--- src/rtl/tfu_pkg.sv ---
// Package for the triangle tangent frame unit: widths, sequencer codes, state type.
// No dependencies.
`timescale 1ns / 1ps
package tfu_pkg;

	localparam int CW_DEF  = 32;
	localparam int NW_DEF  = 16;
	localparam int MUL_W   = 33;
	localparam int PROD_W  = 2 * MUL_W;
	localparam int ACC_W   = 70;
	localparam int MAG_W   = 68;
	localparam int TR_W    = 30;
	localparam int BR_W    = 20;
	localparam int SS_W    = 62;
	localparam int LEN_W   = 31;
	localparam int NUM_W   = 47;
	localparam int DEN_W   = 32;
	localparam int Q_W     = 17;
	localparam int TAN_W   = 16;
	localparam int FRAC_SH = 16;
	localparam int W_W     = 40;
	localparam int SPLIT   = 18;
	localparam int OP_W    = 5;

	localparam logic [OP_W-1:0] OP_TB_LAST  = 5'd11;
	localparam logic [OP_W-1:0] OP_SQ_FIRST = 5'd12;
	localparam logic [OP_W-1:0] OP_SQ_LAST  = 5'd14;
	localparam logic [OP_W-1:0] OP_CR_FIRST = 5'd15;
	localparam logic [OP_W-1:0] OP_CR_LAST  = 5'd20;
	localparam logic [OP_W-1:0] OP_DT_FIRST = 5'd21;
	localparam logic [OP_W-1:0] OP_DT_LAST  = 5'd26;

	localparam logic [1:0] LAST_CORNER = 2'd2;

	typedef enum logic [3:0] {
		ST_IDLE,
		ST_MUL,
		ST_ACC,
		ST_ABS,
		ST_RED,
		ST_SQGO,
		ST_SQWT,
		ST_DVGO,
		ST_DVWT,
		ST_EMIT
	} tfu_state_t;

endpackage

--- src/rtl/tfu_mul.sv ---
// Shared signed multiplier with registered product.
// Depends on tfu_pkg.
`timescale 1ns / 1ps
module tfu_mul import tfu_pkg::*; (
	input  logic                     clk,
	input  logic signed [MUL_W-1:0]  a,
	input  logic signed [MUL_W-1:0]  b,
	output logic signed [PROD_W-1:0] p
);

	always_ff @(posedge clk) begin
		p <= a * b;
	end

endmodule

--- config.mk ---
export PLATFORM = sky130hd
export DESIGN_NAME = tfu_mul
export DESIGN_NICKNAME = d
export VERILOG_FILES = /design/src/rtl/tfu_pkg.sv /design/src/rtl/tfu_mul.sv
export SDC_FILE = /design/constraint.sdc
export NUM_CORES = 2
export LEC_CHECK = 0
export BUFFER_PORTS_ARGS = -buffer_cell sky130_fd_sc_hd__buf_2
export CORE_ASPECT_RATIO = 1.75
export CORE_UTILIZATION = 40
export CTS_CLUSTER_SIZE = 30
export DETAILED_ROUTE_END_ITERATION = 12
export GPL_ROUTABILITY_DRIVEN = 0
export PLACE_DENSITY = 0.55
export SYNTH_ARGS = -nofsm -noshare
export SYNTH_HDL_FRONTEND = slang
export SYNTH_SLANG_ARGS = --single-unit
--- constraint.sdc ---
create_clock -name clk -period 11.3 [get_ports clk]
set_clock_uncertainty 0.2 [all_clocks]
set_input_delay 0 -clock clk [delete_from_list [all_inputs] [get_ports clk]]
set_output_delay 0 -clock clk [all_outputs]
set_load 0.02 [all_outputs]
== Yosys cells after proc, flatten, opt, wreduce, memory -nomap -nowiden ==
Index checks and enable logic that the tools add are counted.

* Multiply operators: 1

{| class="wikitable"
|+ Operators by type and width
! kind !! count
|-
| $mul A33 B33 Y66 || 1
|}

* Register bits after elaboration: 66
* Bits of input ports: 67
* Output and inout bits: 66
* Logic and storage cells: 2

== Longest topological paths before layout ==
* Depth in word-level cells: 1
* Mapped depth: 27
* Depth with buffers taken out: 26

== Worst setup path after synthesis ==
OpenSTA, ideal clock, no wires.

* Kind: input to register
* Start point: in a[32]
* End point: reg p[62]
* Library setup time: 0.079 ns
* Arrival time: 7.157 ns
* Data required time: 11.021 ns
* Setup slack: 3.864 ns
* Cell stages on the path: 23
* Buffers on the path: 2
* Path through: clkbuf_1 > nand2_1 > inv_1 > fa_1 > fa_1 > fa_1 > fa_1 > fa_1 > fa_1 > fa_1 > inv_1 > fa_1 > inv_1 > ha_1 > clkbuf_1 > and3_1 > nand3_1 > nand2b_1 > a2111oi_4 > a211oi_4 > a21o_2 > a21o_1 > a211oi_2

* Cells in the longest elaborated chain, start to end: 1

{| class="wikitable"
|+ RTL lines
! element !! line !! source
|-
| start: declaration || tfu_mul.sv:6 || <nowiki>input logic signed [MUL_W-1:0] a,</nowiki>
|-
| $mul A33 B33 Y66 || tfu_mul.sv:12 || <nowiki>p <= a * b;</nowiki>
|-
| end signal: assignment || tfu_mul.sv:12 ||
|-
| end: declaration || tfu_mul.sv:8 || <nowiki>output logic signed [PROD_W-1:0] p</nowiki>
|}

No other way between the ends.

== Worst setup path after layout ==
* Start point: in b[0]
* End point: reg p[64]

* Cells in the longest elaborated chain, start to end: 1

{| class="wikitable"
|+ RTL lines
! element !! line !! source
|-
| start: declaration || tfu_mul.sv:7 || <nowiki>input logic signed [MUL_W-1:0] b,</nowiki>
|-
| $mul A33 B33 Y66 || tfu_mul.sv:12 ||
|}

No other way between the ends.

==> out/qor.csv <==
metric,value,unit
Required @ worst endpoint,11.34,ns
Initial Utilization,40.42,%
Final Hold Fails,0,
clock slew at reported path FFs,0.06,ns
synth warn,0,
CTS Buf Count,9,
Layout Nets,5714,
max reg flops,66,
Area growth syn-to-layout,4.881,%
Reg with most FFs,p,
1st-pass router iterations,5,
Post-synth top flop,dfxtp_1,
H-tree levels,3,
layout cells sized above 1,4.872,%
Clock Sinks,66,
WL final,128800,um
Setup-failing EPs final,0,
worst-path cell chain,"buf_2, nand2_1, inv_1, fa_1, fa_1, fa_1, fa_1, fa_1, fa_1, fa_1, inv_1, fa_1, inv_1, ha_1, nand4_1, nor3_1, o311ai_4, nand3_2, a211oi_1, a311oi_1",
WP depth,20,
Async SR Flop Fraction,0,%
DRC,0,
critical path type,input pin to flop,
Hold Crit Class,input pin to flop,
Clock Tree Root,clkbuf_16,
dpl hpwl,106400,um
1st-iter DRT viols,1226,
Die H,424.2,um
CP peak stage delay,1.25,ns
# resized after CTS,0,
antenna violations before repair,8,
Pins Over Slew Limit,0,
Die Area,0.1032,mm^2
Worst path slowest cell,fa_1,
total global-route track usage,25.79,%
Fin Setup TNS,0,ns
vias in the first global route,32873,
input/output buffers,132,
Post-DP Area,0.04239,mm^2
startpoint types,input pin,
CP arrival,8.14,ns
Post-Syn Area,0.04073,mm^2
# hold bufs at CTS,0,
largest net degree at the start of global routing,34,
Post-Place Setup Slack,2.839,ns
net count after synthesis,5767,
kind of cell adding the most delay to the critical path,adder cells,
unrepaired setup endpoints after global routing,no,
final antenna-violating net count,0,
Overflow after GRT,0,
headroom to the max-slew limit,27.58,%
final setup margin,3.203,ns
CP endpoint kind,flop,
die span in x,243.2,um
Worst Hold Depth,2,
Gate Count Post-Synth,4338,
vias per cell,5.150,
sequential share of the synthesized area,3.244,%
mean routed wirelength per cell,22.91,um
Buffers & Inverters on Critical Path,4,
Max clock buf depth,2,
"Top cell by count, worst path",fa_1,
first-pass GRT wire length,194000,um
final instance area,0.04272,mm^2
Post-synth EDFFs,0,
post-CTS setup buffers,0,
Mean Syn Cell Area,9.390,um^2
CTS tree,done,
CP Max Fanout,33,
num rows,154,
Max Cap Violations,0,
maximum clock frequency,123.5,MHz
crit path capture,p[64]$_DFF_P_,
I/O Pins,133,
fin crit share,71.65,%
worst slew pin tran,1.083,ns
min Tclk post-route,8.097,ns
vias,28942,
Largest regs,p: 66 flops,
#FFs+latches synth,66,
crit path from,b[0],
status,"finished, final reports clean",
core area,0.1008,mm^2
Cell variety after synth,80,
## final cells by class
class	count	area, um^2
tap	1326	1659
fill	10117	58050
timing repair buffer	157	848.3
clock inverter	4	75.07
antenna	4	10.01
multi-input combinational	2920	34320
inverter	1131	4245
sequential	66	1321
clock buffer	12	246.5
## layout by cell type, fill, tap and decap left out, types with 4 or more instances in the layout
| cell type | instances |
|---|---|
| dfxtp_1 | 66 |
| inv_1 | 1130 |
| o21bai_1 | 11 |
| nor2b_1 | 5 |
| and2_1 | 562 |
| diode_2 | 4 |
| a21oi_1 | 57 |
| nand2_1 | 551 |
| nand2b_1 | 12 |
| xor2_1 | 25 |
| buf_2 | 132 |
| o211ai_1 | 4 |
| nand3_1 | 25 |
| a211o_1 | 6 |
| nor2_1 | 68 |
| and4_1 | 5 |
| and3_1 | 5 |
| fa_1 | 1145 |
| a21o_1 | 36 |
| o21ai_0 | 25 |
| clkbuf_16 | 9 |
| o21ai_1 | 6 |
| xnor2_1 | 43 |
| nor3_1 | 7 |
| a31oi_1 | 8 |
| o21a_1 | 6 |
| buf_4 | 25 |
| ha_1 | 217 |
| a211oi_1 | 7 |
| nand4_1 | 11 |
## per-stage QoR
stage | hold WS [ns] | cells | utilization (%)
6_report | 0.07072 | 5620 | 42.39
4_1_cts | 0.03273 | 5616 | 42.38
3_3_place_gp | 0.2157 | 5600 | 42.07
5_1_grt | 0.06733 | 5617 | 42.39
3_5_place_dp | 0.2151 | 5600 | 42.07
2_1_floorplan | -0.07271 | 4338 | -
## how the worst min path moves through the flow
stage                            start           end  slack [ns]
after floorplan                   a[0]  p[0]$_DFF_P_       -0.07
after global placement    p[2]$_DFF_P_          p[2]        0.22
after detailed placement  p[3]$_DFF_P_          p[3]        0.22
after CTS                         b[0]  p[0]$_DFF_P_        0.03
after global routing              b[0]  p[0]$_DFF_P_        0.07
final                             b[0]  p[0]$_DFF_P_        0.07
## cell usage after synthesis (7+ instances only)
| cell | count | area (um^2) |
|---|---|---|
| a211oi_1 | 7 | 52.55 |
| ha_1 | 217 | 2715 |
| inv_1 | 1131 | 4245 |
| buf_2 | 11 | 55.05 |
| xnor2_1 | 43 | 376.6 |
| nand3_1 | 25 | 125.1 |
| a21o_1 | 36 | 270.3 |
| clkbuf_1 | 208 | 780.8 |
| a31oi_1 | 8 | 50.05 |
| o21ai_0 | 25 | 125.1 |
| o21bai_1 | 11 | 82.58 |
| nor2_1 | 68 | 255.2 |
| a21oi_1 | 57 | 285.3 |
| fa_1 | 1145 | 22920 |
| xor2_1 | 25 | 219.0 |
| dfxtp_1 | 66 | 1321 |
| nand4_1 | 11 | 68.82 |
| and2_1 | 562 | 3516 |
| nor3_1 | 7 | 35.03 |
| nand2_1 | 551 | 2068 |
| nand2b_1 | 12 | 75.07 |
## cells by family after synthesis
group,synth area share (%)
AND/OR/NAND/NOR,15.78
adder cells (fa/ha/maj),62.94
buffers and inverters,12.51
XOR/XNOR,1.462
AO/OA/AOI/OAI,4.067
flip-flops,3.244
## per-layer routing
layer  vias up  GRT usage [%]  routed length, um
li1      12216              -                  -
met1     15391          22.73              36570
met2       884          49.77              73050
met3       443          1.893               3585
met4         8          26.03              15510
met5         -              0                 55
Power is left out: the tool's default activity adds up to more than one toggle a clock period on the data nets, which glitch-free logic cannot reach.
