### src/rtl/tfu_pkg.sv
// Package for the triangle tangent frame unit: widths, sequencer codes, state type.
// No dependencies.
`timescale 1ns / 1ps
package tfu_pkg;

	localparam int CW_DEF  = 32;
	localparam int NW_DEF  = 16;
	localparam int MUL_W   = 33;
	localparam int PROD_W  = 2 * MUL_W;
	localparam int ACC_W   = 70;
	localparam int MAG_W   = 68;
	localparam int TR_W    = 30;
	localparam int BR_W    = 20;
	localparam int SS_W    = 62;
	localparam int LEN_W   = 31;
	localparam int NUM_W   = 47;
	localparam int DEN_W   = 32;
	localparam int Q_W     = 17;
	localparam int TAN_W   = 16;
	localparam int FRAC_SH = 16;
	localparam int W_W     = 40;
	localparam int SPLIT   = 18;
	localparam int OP_W    = 5;

	localparam logic [OP_W-1:0] OP_TB_LAST  = 5'd11;
	localparam logic [OP_W-1:0] OP_SQ_FIRST = 5'd12;
	localparam logic [OP_W-1:0] OP_SQ_LAST  = 5'd14;
	localparam logic [OP_W-1:0] OP_CR_FIRST = 5'd15;
	localparam logic [OP_W-1:0] OP_CR_LAST  = 5'd20;
	localparam logic [OP_W-1:0] OP_DT_FIRST = 5'd21;
	localparam logic [OP_W-1:0] OP_DT_LAST  = 5'd26;

	localparam logic [1:0] LAST_CORNER = 2'd2;

	typedef enum logic [3:0] {
		ST_IDLE,
		ST_MUL,
		ST_ACC,
		ST_ABS,
		ST_RED,
		ST_SQGO,
		ST_SQWT,
		ST_DVGO,
		ST_DVWT,
		ST_EMIT
	} tfu_state_t;

endpackage

### src/rtl/tfu_div.sv
// Restoring divider, one quotient bit per cycle; quotient known to fit Q_W bits.
// Depends on tfu_pkg.
`timescale 1ns / 1ps
module tfu_div import tfu_pkg::*; (
	input  logic             clk,
	input  logic             arst_n,
	input  logic             start,
	input  logic [NUM_W-1:0] num,
	input  logic [DEN_W-1:0] den,
	output logic             done,
	output logic [Q_W-1:0]   quo
);

	localparam int CNT_W = $clog2(Q_W + 1);

	logic [DEN_W-1:0] rem_q, den_q;
	logic [Q_W-1:0]   nb_q, q_q;
	logic [CNT_W-1:0] cnt_q;
	logic             busy_q, done_q;
	logic [DEN_W:0]   t;
	logic             ge;

	assign t    = {rem_q, nb_q[Q_W-1]};
	assign ge   = t >= {1'b0, den_q};
	assign done = done_q;
	assign quo  = q_q;

	always_ff @(posedge clk or negedge arst_n) begin
		if (!arst_n) begin
			busy_q <= 1'b0;
			done_q <= 1'b0;
			cnt_q  <= '0;
		end else begin
			done_q <= 1'b0;
			if (start) begin
				busy_q <= 1'b1;
				cnt_q  <= CNT_W'(Q_W);
			end else if (busy_q) begin
				cnt_q <= cnt_q - 1'b1;
				if (cnt_q == CNT_W'(1)) begin
					busy_q <= 1'b0;
					done_q <= 1'b1;
				end
			end
		end
	end

	always_ff @(posedge clk) begin
		if (start) begin
			rem_q <= DEN_W'(num[NUM_W-1:Q_W]);
			nb_q  <= num[Q_W-1:0];
			den_q <= den;
			q_q   <= '0;
		end else if (busy_q) begin
			rem_q <= ge ? DEN_W'(t - {1'b0, den_q}) : t[DEN_W-1:0];
			nb_q  <= nb_q << 1;
			q_q   <= {q_q[Q_W-2:0], ge};
		end
	end

endmodule

### config.mk
export PLATFORM = sky130hd
export DESIGN_NAME = tfu_div
export DESIGN_NICKNAME = d
export VERILOG_FILES = /design/src/rtl/tfu_pkg.sv /design/src/rtl/tfu_div.sv
export SDC_FILE = /design/constraint.sdc
export NUM_CORES = 1
export LEC_CHECK = 0
export BUFFER_PORTS_ARGS = -buffer_cell sky130_fd_sc_hd__buf_2
export CORE_ASPECT_RATIO = 2
export CORE_MARGIN = 5
export CORE_UTILIZATION = 25
export DETAILED_ROUTE_END_ITERATION = 12
export PLACE_DENSITY = 0.46
export SLEW_MARGIN = 25
export SYNTH_ARGS = -nofsm -noshare
export SYNTH_HDL_FRONTEND = slang
export SYNTH_SLANG_ARGS = --single-unit
### constraint.sdc
create_clock -name clk -period 2.8 [get_ports clk]
set_input_delay 0.42 -clock clk [delete_from_list [all_inputs] [get_ports clk]]
set_output_delay 0.42 -clock clk [all_outputs]
set_load 0.02 [all_outputs]
Word level (Yosys, flattened, before mapping):

Cells that the tools add are included.

* register bits after elaboration: 105
* output and inout port bits: 18
* word-level logic and storage cells: 26

* add/subtract/negate cells: 2
* magnitude comparators: 1
* equal/unequal tests: 1
* muxes and demuxes: 13
* reductions and logical operators: 1

Operators by type and width (number)
* $mux 30: 2
* $mux 17: 2
* $ge 33x32->1: 1
* $mux 32: 1
* $sub 32x32->32: 1
* $mux 5: 2
* $mux 1: 6
* $eq 5x1->1 const B: 1
* $sub 5x1->5 const B: 1
* $reduce_bool 2->1: 1

Logic depth before layout (Yosys ltp):

Gate-level depths: netlist (run 1).

* word-level depth: 4
* gate-level depth with buffers: 14

Worst setup path before layout (run 1):

OpenSTA, ideal clock, no wires.

* path kind: register to register
* from: register rem_q[12]
* to: register rem_q[0] (data pin)
* library setup time: 0.260 ns
* data arrival time: 2.610 ns
* required time: 2.540 ns
* path slack: -0.070 ns
* cell stages (with the launch flop): 13
* buffers on the path: 3
* clock period less this slack: 2.870 ns
* path through: edfxtp_1 -> ha_1 -> clkbuf_1 -> nand2_1 -> or3_1 -> or3_1 -> o21ai_1 -> o21ai_0 -> o311a_1 -> buf_2 -> buf_6 -> mux2i_1 -> mux2_2

* cells in the longest elaborated chain, start to end: 4

RTL lines
* start, declared: line tfu_div.sv:16 `logic [DEN_W-1:0] rem_q, den_q;`
* start signal, assigned: line tfu_div.sv:50 `rem_q <= DEN_W'(num[NUM_W-1:Q_W]);`
* start signal, assigned: line tfu_div.sv:55 `rem_q <= ge ? DEN_W'(t - {1'b0, den_q}) : t[DEN_W-1:0];`
* $ge 33x32->1: line tfu_div.sv:24 `assign ge = t >= {1'b0, den_q};`
* $mux 32: line tfu_div.sv:55
* $mux 30: line tfu_div.sv:54 `end else if (busy_q) begin`
* $mux 30: line tfu_div.sv:49 `if (start) begin`

Every way passes these cells. The select of a mux whose other input is x is not followed.
A chain may end at the register's enable or synchronous reset.

Worst setup path in the final report (run 1):

* from: register rem_q[6]
* to: register rem_q[21] (data pin)

* cells in the longest elaborated chain, start to end: 4

RTL lines (line)
* $sub 32x32->32 or $ge 33x32->1 (tied branches): tfu_div.sv:55, tfu_div.sv:24
* $mux 32 (*): tfu_div.sv:55
* $mux 30 (*): tfu_div.sv:54
* $mux 30 (*): tfu_div.sv:49

Every way passes the cells marked *; elsewhere a longest branch is shown, timed or not. The select of a mux whose other input is x is not followed.

==> impl_metrics.py, run 1 <==
metrics = {
    "placement": {
        "place_inst": 1103,
        "io_buffers": 99,
        "gp_congestion": 0.8077,
        "dp_hpwl_um": 14000,
    },
    "die": {
        "core-area_sq_um": 24930,
        "die-area_sq_um": 28520,
        "fp-row-count": 82,
        "initial_core_util_pct": 25.13,
        "io_pins": 100,
        "die_w_um": 121.9,
        "fp.dieH_um": 233.9,
    },
    "clock_network": {
        "clock-root-buffer": "clkbuf_16",
        "insertion_delay_ns": 0.38,
        "clkSinkCount": 105,
        "cts.path.max_buffers": 2,
        "clkSlewWorstSetupHoldPaths_ns": 0.08,
        "numCtsBuffers": 9,
        "cts_tree": "built",
        "h-tree-depth": 3,
    },
    "synth": {
        "synth_edf_count": 79,
        "ys.flop_type": "edfxtp_1",
        "synth_warnings": 0,
        "synthCells": 609,
        "synth-seq-area-share_pct": 46.73,
        "syn-num-nets": 726,
        "syn_area_sq_um": 6266,
        "avgSynthCellArea_sq_um": 10.29,
        "synth_cell_types": 60,
        "async_flop_share_pct": 6.667,
        "synth-seq-cells": 105,
    },
    "layout": {
        "drive_above_1_share_pct": 36.76,
        "antenna_cells": 0,
        "n_fill_cell": 2566,
        "fin_nets": 909,
        "fin_cells": 1133,
        "area_growth_pct": 35.76,
    },
    "sta": {
        "fin_crit_sh_pct": 103.3,
        "fin_skew_ns": 0.01386,
        "clock.fmax_ghz": 0.3457,
        "tightest_slew_ns": 0.4548,
        "hold_violations": 0,
        "rsz0062_at_grt": "yes",
        "slew_violations": 0,
        "fin_ws_ns": -0.09260,
        "slew_headroom_pct": 69.68,
        "setup_violations": 23,
        "layout_min_cycle_time_ns": 2.893,
    },
    "worst_setup_path": {
        "reg2reg_from": "rem_q[6]",
        "setup.worst_path.start": "rem_q[6]",
        "slowest_stage": "edfxtp_1",
        "path_class": "reg -> reg",
        "crit_arrival_ns": 3.02,
        "worstSetupEndpointType": "flop",
        "crit_path_max_incr_delay_ns": 0.43,
        "start_kind": "flop",
        "worst-path-max-fanout": 5,
        "crit_chain": "ha_4 -> and2_4 -> o211a_1 -> o211ai_1 -> a2111oi_2 -> nor3_2 -> o311a_4 -> buf_12 -> and3b_1 -> a221o_1",
        "cp.required_ns": 2.93,
    },
    "global_routing": {
        "grt_max_degree": 46,
        "overflow": 0,
        "grt_pass1_vias": 5452,
        "antenna_found_initial": 1,
        "grt_usage_pct": 13.03,
        "grt_pass1_wl_um": 28030,
    },
    "route": {
        "drt_iter0_markers": 185,
        "drt_wl_total_um": 17850,
        "wl_per_cell_um": 15.76,
        "final_antenna_net_count": 0,
        "drt-pass1-iter-count": 4,
        "drc": 0,
        "num_vias": 5112,
        "vias_per_cell": 4.512,
    },
    "run_status": {
        "outcome": "finished with violations",
        "failed_checks": "setup timing",
    },
    "power": {
        "ir_drop_uv": 521.0,
        "p_per_area_nw_per_um2": 1039,
        "finalPower_mw": 8.839,
        "power_leakage_nw": 3.675,
    },
    "worst_hold_path": {
        "hold_class": "in -> reg",
        "hold_start": "den[16]",
    },
    "job": {
        "drv_cap": 0,
    },
}
path summary, 6_finish.rpt:
kind,to,slack [ns],cells after the start
max,rem_q[21],-0.09,10
min,den_q[16],0.21,1
max reg2reg,rem_q[21],-0.09,10
min reg2reg,quo[16],0.49,2
max in group asynchronous,busy_q,2.20,2
min in group asynchronous,done,0.42,2
report_power, final:
| group | leakage [nW] | total (mW) | switching [mW] | internal, mW |
|---|---|---|---|---|
| Combinational | 2.48 | 5.16 | 2.56 | 2.60 |
| Clock | 0.140 | 1.28 | 0.601 | 0.683 |
| Sequential | 1.06 | 2.39 | 0.239 | 2.15 |
| Total | 3.67 | 8.84 | 3.40 | 5.44 |
critical path: cells and delay by family, from the launching register on:
kind	cells	cell delay, ns
adders and majority gates	1	0.31
and+or+nand+nor	3	0.39
AOI/OAI and AO/OA	5	1.37
buffers and inverters	1	0.14
DFF	1	0.43
logic make-up (layout without fill, tap and decap cells):
| group | count (synthesis) | after routing | share of synthesized area [%] |
|---|---|---|---|
| XOR/XNOR | 33 | 33 | 4.613 |
| adder cells (fa/ha/maj) | 35 | 35 | 7.109 |
| flip-flops | 105 | 105 | 46.73 |
| AND/OR/NAND/NOR | 172 | 172 | 13.86 |
| AO/OA/AOI/OAI | 145 | 145 | 15.97 |
| multiplexers | 38 | 38 | 6.430 |
| buffers and inverters | 81 | 269 | 5.291 |
metal layers:
metal | track usage (%) | vias to the layer above | wire [um]
met1 | 11.91 | 2412 | 6229
met2 | 26.35 | 85 | 10530
li1 | - | 2591 | -
met5 | 0 | - | 0
met4 | 5.330 | 0 | 483
met3 | 3.307 | 24 | 609
final cells by class:
cell class / instances / area [sq um] / share of cell area [%]
multi-input cells: 423 / 3281 / 38.56
flip-flops and latches: 105 / 2928 / 34.42
repair buffers: 213 / 1441 / 16.94
well taps: 336 / 420.4 / 4.942
clock buffers: 9 / 225.2 / 2.647
inverters: 40 / 150.1 / 1.765
clock inverters: 7 / 61.31 / 0.7207
cells in the mapped netlist, drive strengths merged (6+ instances only):
master	number	area share [%]
a21oi	41	3.3
o21ai	27	2.2
mux2	18	3.2
a21o	9	1.1
nand3b	21	2.5
o311ai	19	2.7
o211ai	7	0.84
buf	18	1.5
nor2b	7	0.70
edfxtp	79	38
nand2b	8	0.80
ha	34	6.8
nand4	11	1.1
dfxtp	19	6.1
a211oi	6	0.72
mux2i	20	3.2
nor2	42	2.5
nand2	52	3.1
xor2	17	2.4
xnor2	16	2.2
dfrtp	7	2.8
inv	40	2.4
nor3	8	0.64
clkbuf	23	1.4
metrics by stage:
step	TNS (ns)	utilization, %	setup WS [ns]	area, sq um	hold slack [ns]
2_1_floorplan	0	-	0.006031	6327	0.1244
3_3_place_gp	-5.024	31.47	-0.2594	7846	0.2691
3_5_place_dp	-5.742	31.47	-0.2805	7846	0.2713
4_1_cts	-1.082	33.69	-0.09949	8399	0.1906
5_1_grt	-5.273	34.12	-0.2249	8507	0.1929
6_report	-0.9228	34.12	-0.09260	8507	0.2136
cells in the final DEF (no fill, tap or decap), types with 4 or more instances in the layout:
cell	count
a21o_1	9
a21oi_1	35
a21oi_2	6
a221o_1	4
a22oi_2	4
buf_12	5
buf_2	98
buf_4	104
buf_6	4
clkbuf_16	9
dfrtp_1	7
dfxtp_1	19
edfxtp_1	79
ha_1	24
ha_4	9
inv_1	38
mux2_2	17
mux2i_1	20
nand2_1	52
nand2b_1	8
nand3_1	5
nand3b_1	21
nand4_1	11
nor2_1	42
nor2b_1	6
nor3_1	6
nor3b_1	4
o211ai_1	7
o21ai_0	23
o21bai_1	4
o311ai_1	14
o311ai_2	5
o31ai_1	4
xnor2_1	16
xor2_1	17
timing repair:
item	CTS	global route
gates resized for setup	52	16
buffers inserted	8	6
hold endpoints to repair	7	0
hold buffers	1	0
setup endpoints to repair	33	33
pin swaps	20	19
sequential cells by signal, summed over array words and instances (netlist names):
signal / cells
done: 1
den_q: 32
nb_q: 17
busy_q: 1
cnt_q: 5
rem_q: 32
quo: 17
No activity file was read; power rests on OpenSTA's default activity.
==> inputs of run 2 (changes only) <==
CORE_ASPECT_RATIO = 1.2   (was 2)
GPL_TIMING_DRIVEN = 1   (was unset)
==> impl_metrics.py, run 2 (synthesis gave the netlist of run 1 again) <==
metrics = {
    "run_status": {
        "outcome": "finished with violations",
        "failed_checks": "setup timing",
    },
    "clock_network": {
        "cts_tree": "built",
        "h-tree-depth": 3,
        "numCtsBuffers": 9,
        "clock-root-buffer": "clkbuf_16",
        "insertion_delay_ns": 0.36,
        "clkSlewWorstSetupHoldPaths_ns": 0.08,
        "cts.path.max_buffers": 2,
        "clkSinkCount": 105,
    },
    "sta": {
        "fin_ws_ns": -0.1069,
        "slew_headroom_pct": 63.30,
        "tightest_slew_ns": 0.5448,
        "slew_violations": 0,
        "hold_violations": 0,
        "rsz0062_at_grt": "yes",
        "setup_violations": 15,
        "fin_crit_sh_pct": 103.8,
        "clock.fmax_ghz": 0.3440,
        "fin_skew_ns": 0.009257,
        "layout_min_cycle_time_ns": 2.907,
        "hold_ws_ns": 0.2313,
    },
    "die": {
        "fp.dieH_um": 183.4,
        "io_pins": 100,
        "die_w_um": 154.5,
        "fp-row-count": 63,
        "core-area_sq_um": 24750,
        "die-area_sq_um": 28340,
        "initial_core_util_pct": 25.32,
    },
    "layout": {
        "fin_nets": 890,
        "area_growth_pct": 33.75,
        "layout_common_cells": "99 x buf_2, 86 x buf_4, 79 x edfxtp_1",
        "regArea_sq_um": 2928,
        "antenna_cells": 0,
        "multi_input_area_sq_um": 3343,
        "mostFrequentLayoutCell": "buf_2",
        "drive_above_1_share_pct": 34.96,
        "n_fill_cell": 2605,
        "fin_cells": 1103,
        "reg_top3": "den_q (32), rem_q (32)",
    },
    "worst_setup_path": {
        "reg2regPathDepth": 11,
        "cp_num_cells": 11,
        "setup.worst_path.start": "rem_q[6]",
        "worst-path-max-fanout": 6,
        "crit_path_max_incr_delay_ns": 0.44,
        "worstSetupEndpointType": "flop",
        "path_class": "reg -> reg",
        "start_kind": "flop",
        "cp.required_ns": 2.96,
        "crit_chain": "ha_4 -> and2_4 -> o211a_1 -> o211ai_1 -> buf_4 -> a2111oi_4 -> nor3_4 -> o311a_4 -> buf_8 -> buf_6 -> o311ai_1",
        "endpoint": "rem_q[24]",
        "r2r_slack_ns": -0.11,
        "worstReg2RegEnd": "rem_q[24]",
        "cpLargestDelayFamily": "compound AO/OA/AOI/OAI gates",
        "slowest_stage": "edfxtp_1",
        "reg2reg_from": "rem_q[6]",
        "crit_arrival_ns": 3.07,
        "path_buf_inv": 3,
    },
    "placement": {
        "place_inst": 1070,
        "dp_hpwl_um": 12360,
        "io_buffers": 99,
        "gp_congestion": 0.8154,
        "pre_cts_slack_ns": -0.2582,
    },
    "worst_hold_path": {
        "hold_class": "in -> reg",
    },
    "global_routing": {
        "use_met2_pct": 19.39,
        "overflow": 0,
        "grt_use_met3_pct": 2.001,
        "grt_pass1_vias": 5282,
        "grt_usage_pct": 12.01,
        "grt_pass1_wl_um": 27470,
        "antenna_found_initial": 0,
        "grt_use_met1_pct": 16.12,
        "grt_max_degree": 50,
        "grt-busiest-layer": "met2",
    },
    "route": {
        "final_antenna_net_count": 0,
        "drc": 0,
        "num_vias": 5024,
        "drt_iter0_markers": 327,
        "drt-pass1-iter-count": 4,
        "drt_wl_total_um": 16990,
        "wl_per_cell_um": 15.40,
        "vias_per_cell": 4.555,
    },
    "power": {
        "ir_drop_uv": 329.3,
        "power_leakage_nw": 3.564,
        "p_per_area_nw_per_um2": 1026,
    },
    "job": {
        "drv_cap": 0,
    },
}
-- run 2: area by class of cell --
class	count	area share, %
Timing Repair Buffer	193	15.03
Inverter	40	1.792
Clock inverter	7	0.8062
Sequential cell	105	34.94
Tap cell	325	4.852
Clock buffer	9	2.687
Multi-Input combinational cell	424	39.89
-- run 2: report_power, final --
group          total, mW  internal (mW)  switching (mW)  leakage (nW)
combinational       4.89           2.43            2.46          2.36
sequential          2.41           2.15           0.262          1.06
clock               1.30          0.629           0.666         0.145
total               8.60           5.21            3.39          3.56
-- run 2: metrics by stage --
step / total power [mW] / area (sq um) / utilization (%) / TNS [ns]
floorplan: 5.127 / 6327 / - / 0
global placement: 6.719 / 7655 / 30.93 / -4.836
detailed placement: 6.709 / 7655 / 30.93 / -6.477
CTS: 8.357 / 8149 / 32.92 / -0.4284
global route: 9.287 / 8381 / 33.86 / -4.038
finish: 8.595 / 8381 / 33.86 / -0.4901
-- run 2: layer usage --
metal,vias up,share of wire [%]
met3,19,3.2
li1,2555,-
met4,0,2.6
met5,-,0
met1,2366,47
met2,84,47
-- run 2: worst min path at each step --
stage	start	endpoint	slack, ns	depth (start not counted)
final	den[28]	den_q[28]	0.23	1
after CTS	den[28]	den_q[28]	0.21	1
after global routing	den[28]	den_q[28]	0.21	1
after global placement	arst_n	done	0.27	1
after detailed placement	arst_n	cnt_q[3]	0.27	1
after floorplan	arst_n	busy_q	0.12	0
-- run 2: what timing repair did --
action / CTS / global route
endpoints found under the hold margin: 7 / 0
gates resized for setup: 28 / 36
buffers inserted: 5 / 9
endpoints found under the setup margin: 33 / 32
pin swaps: 8 / 7
gates cloned: 2 / 0
hold buffers: 1 / 0
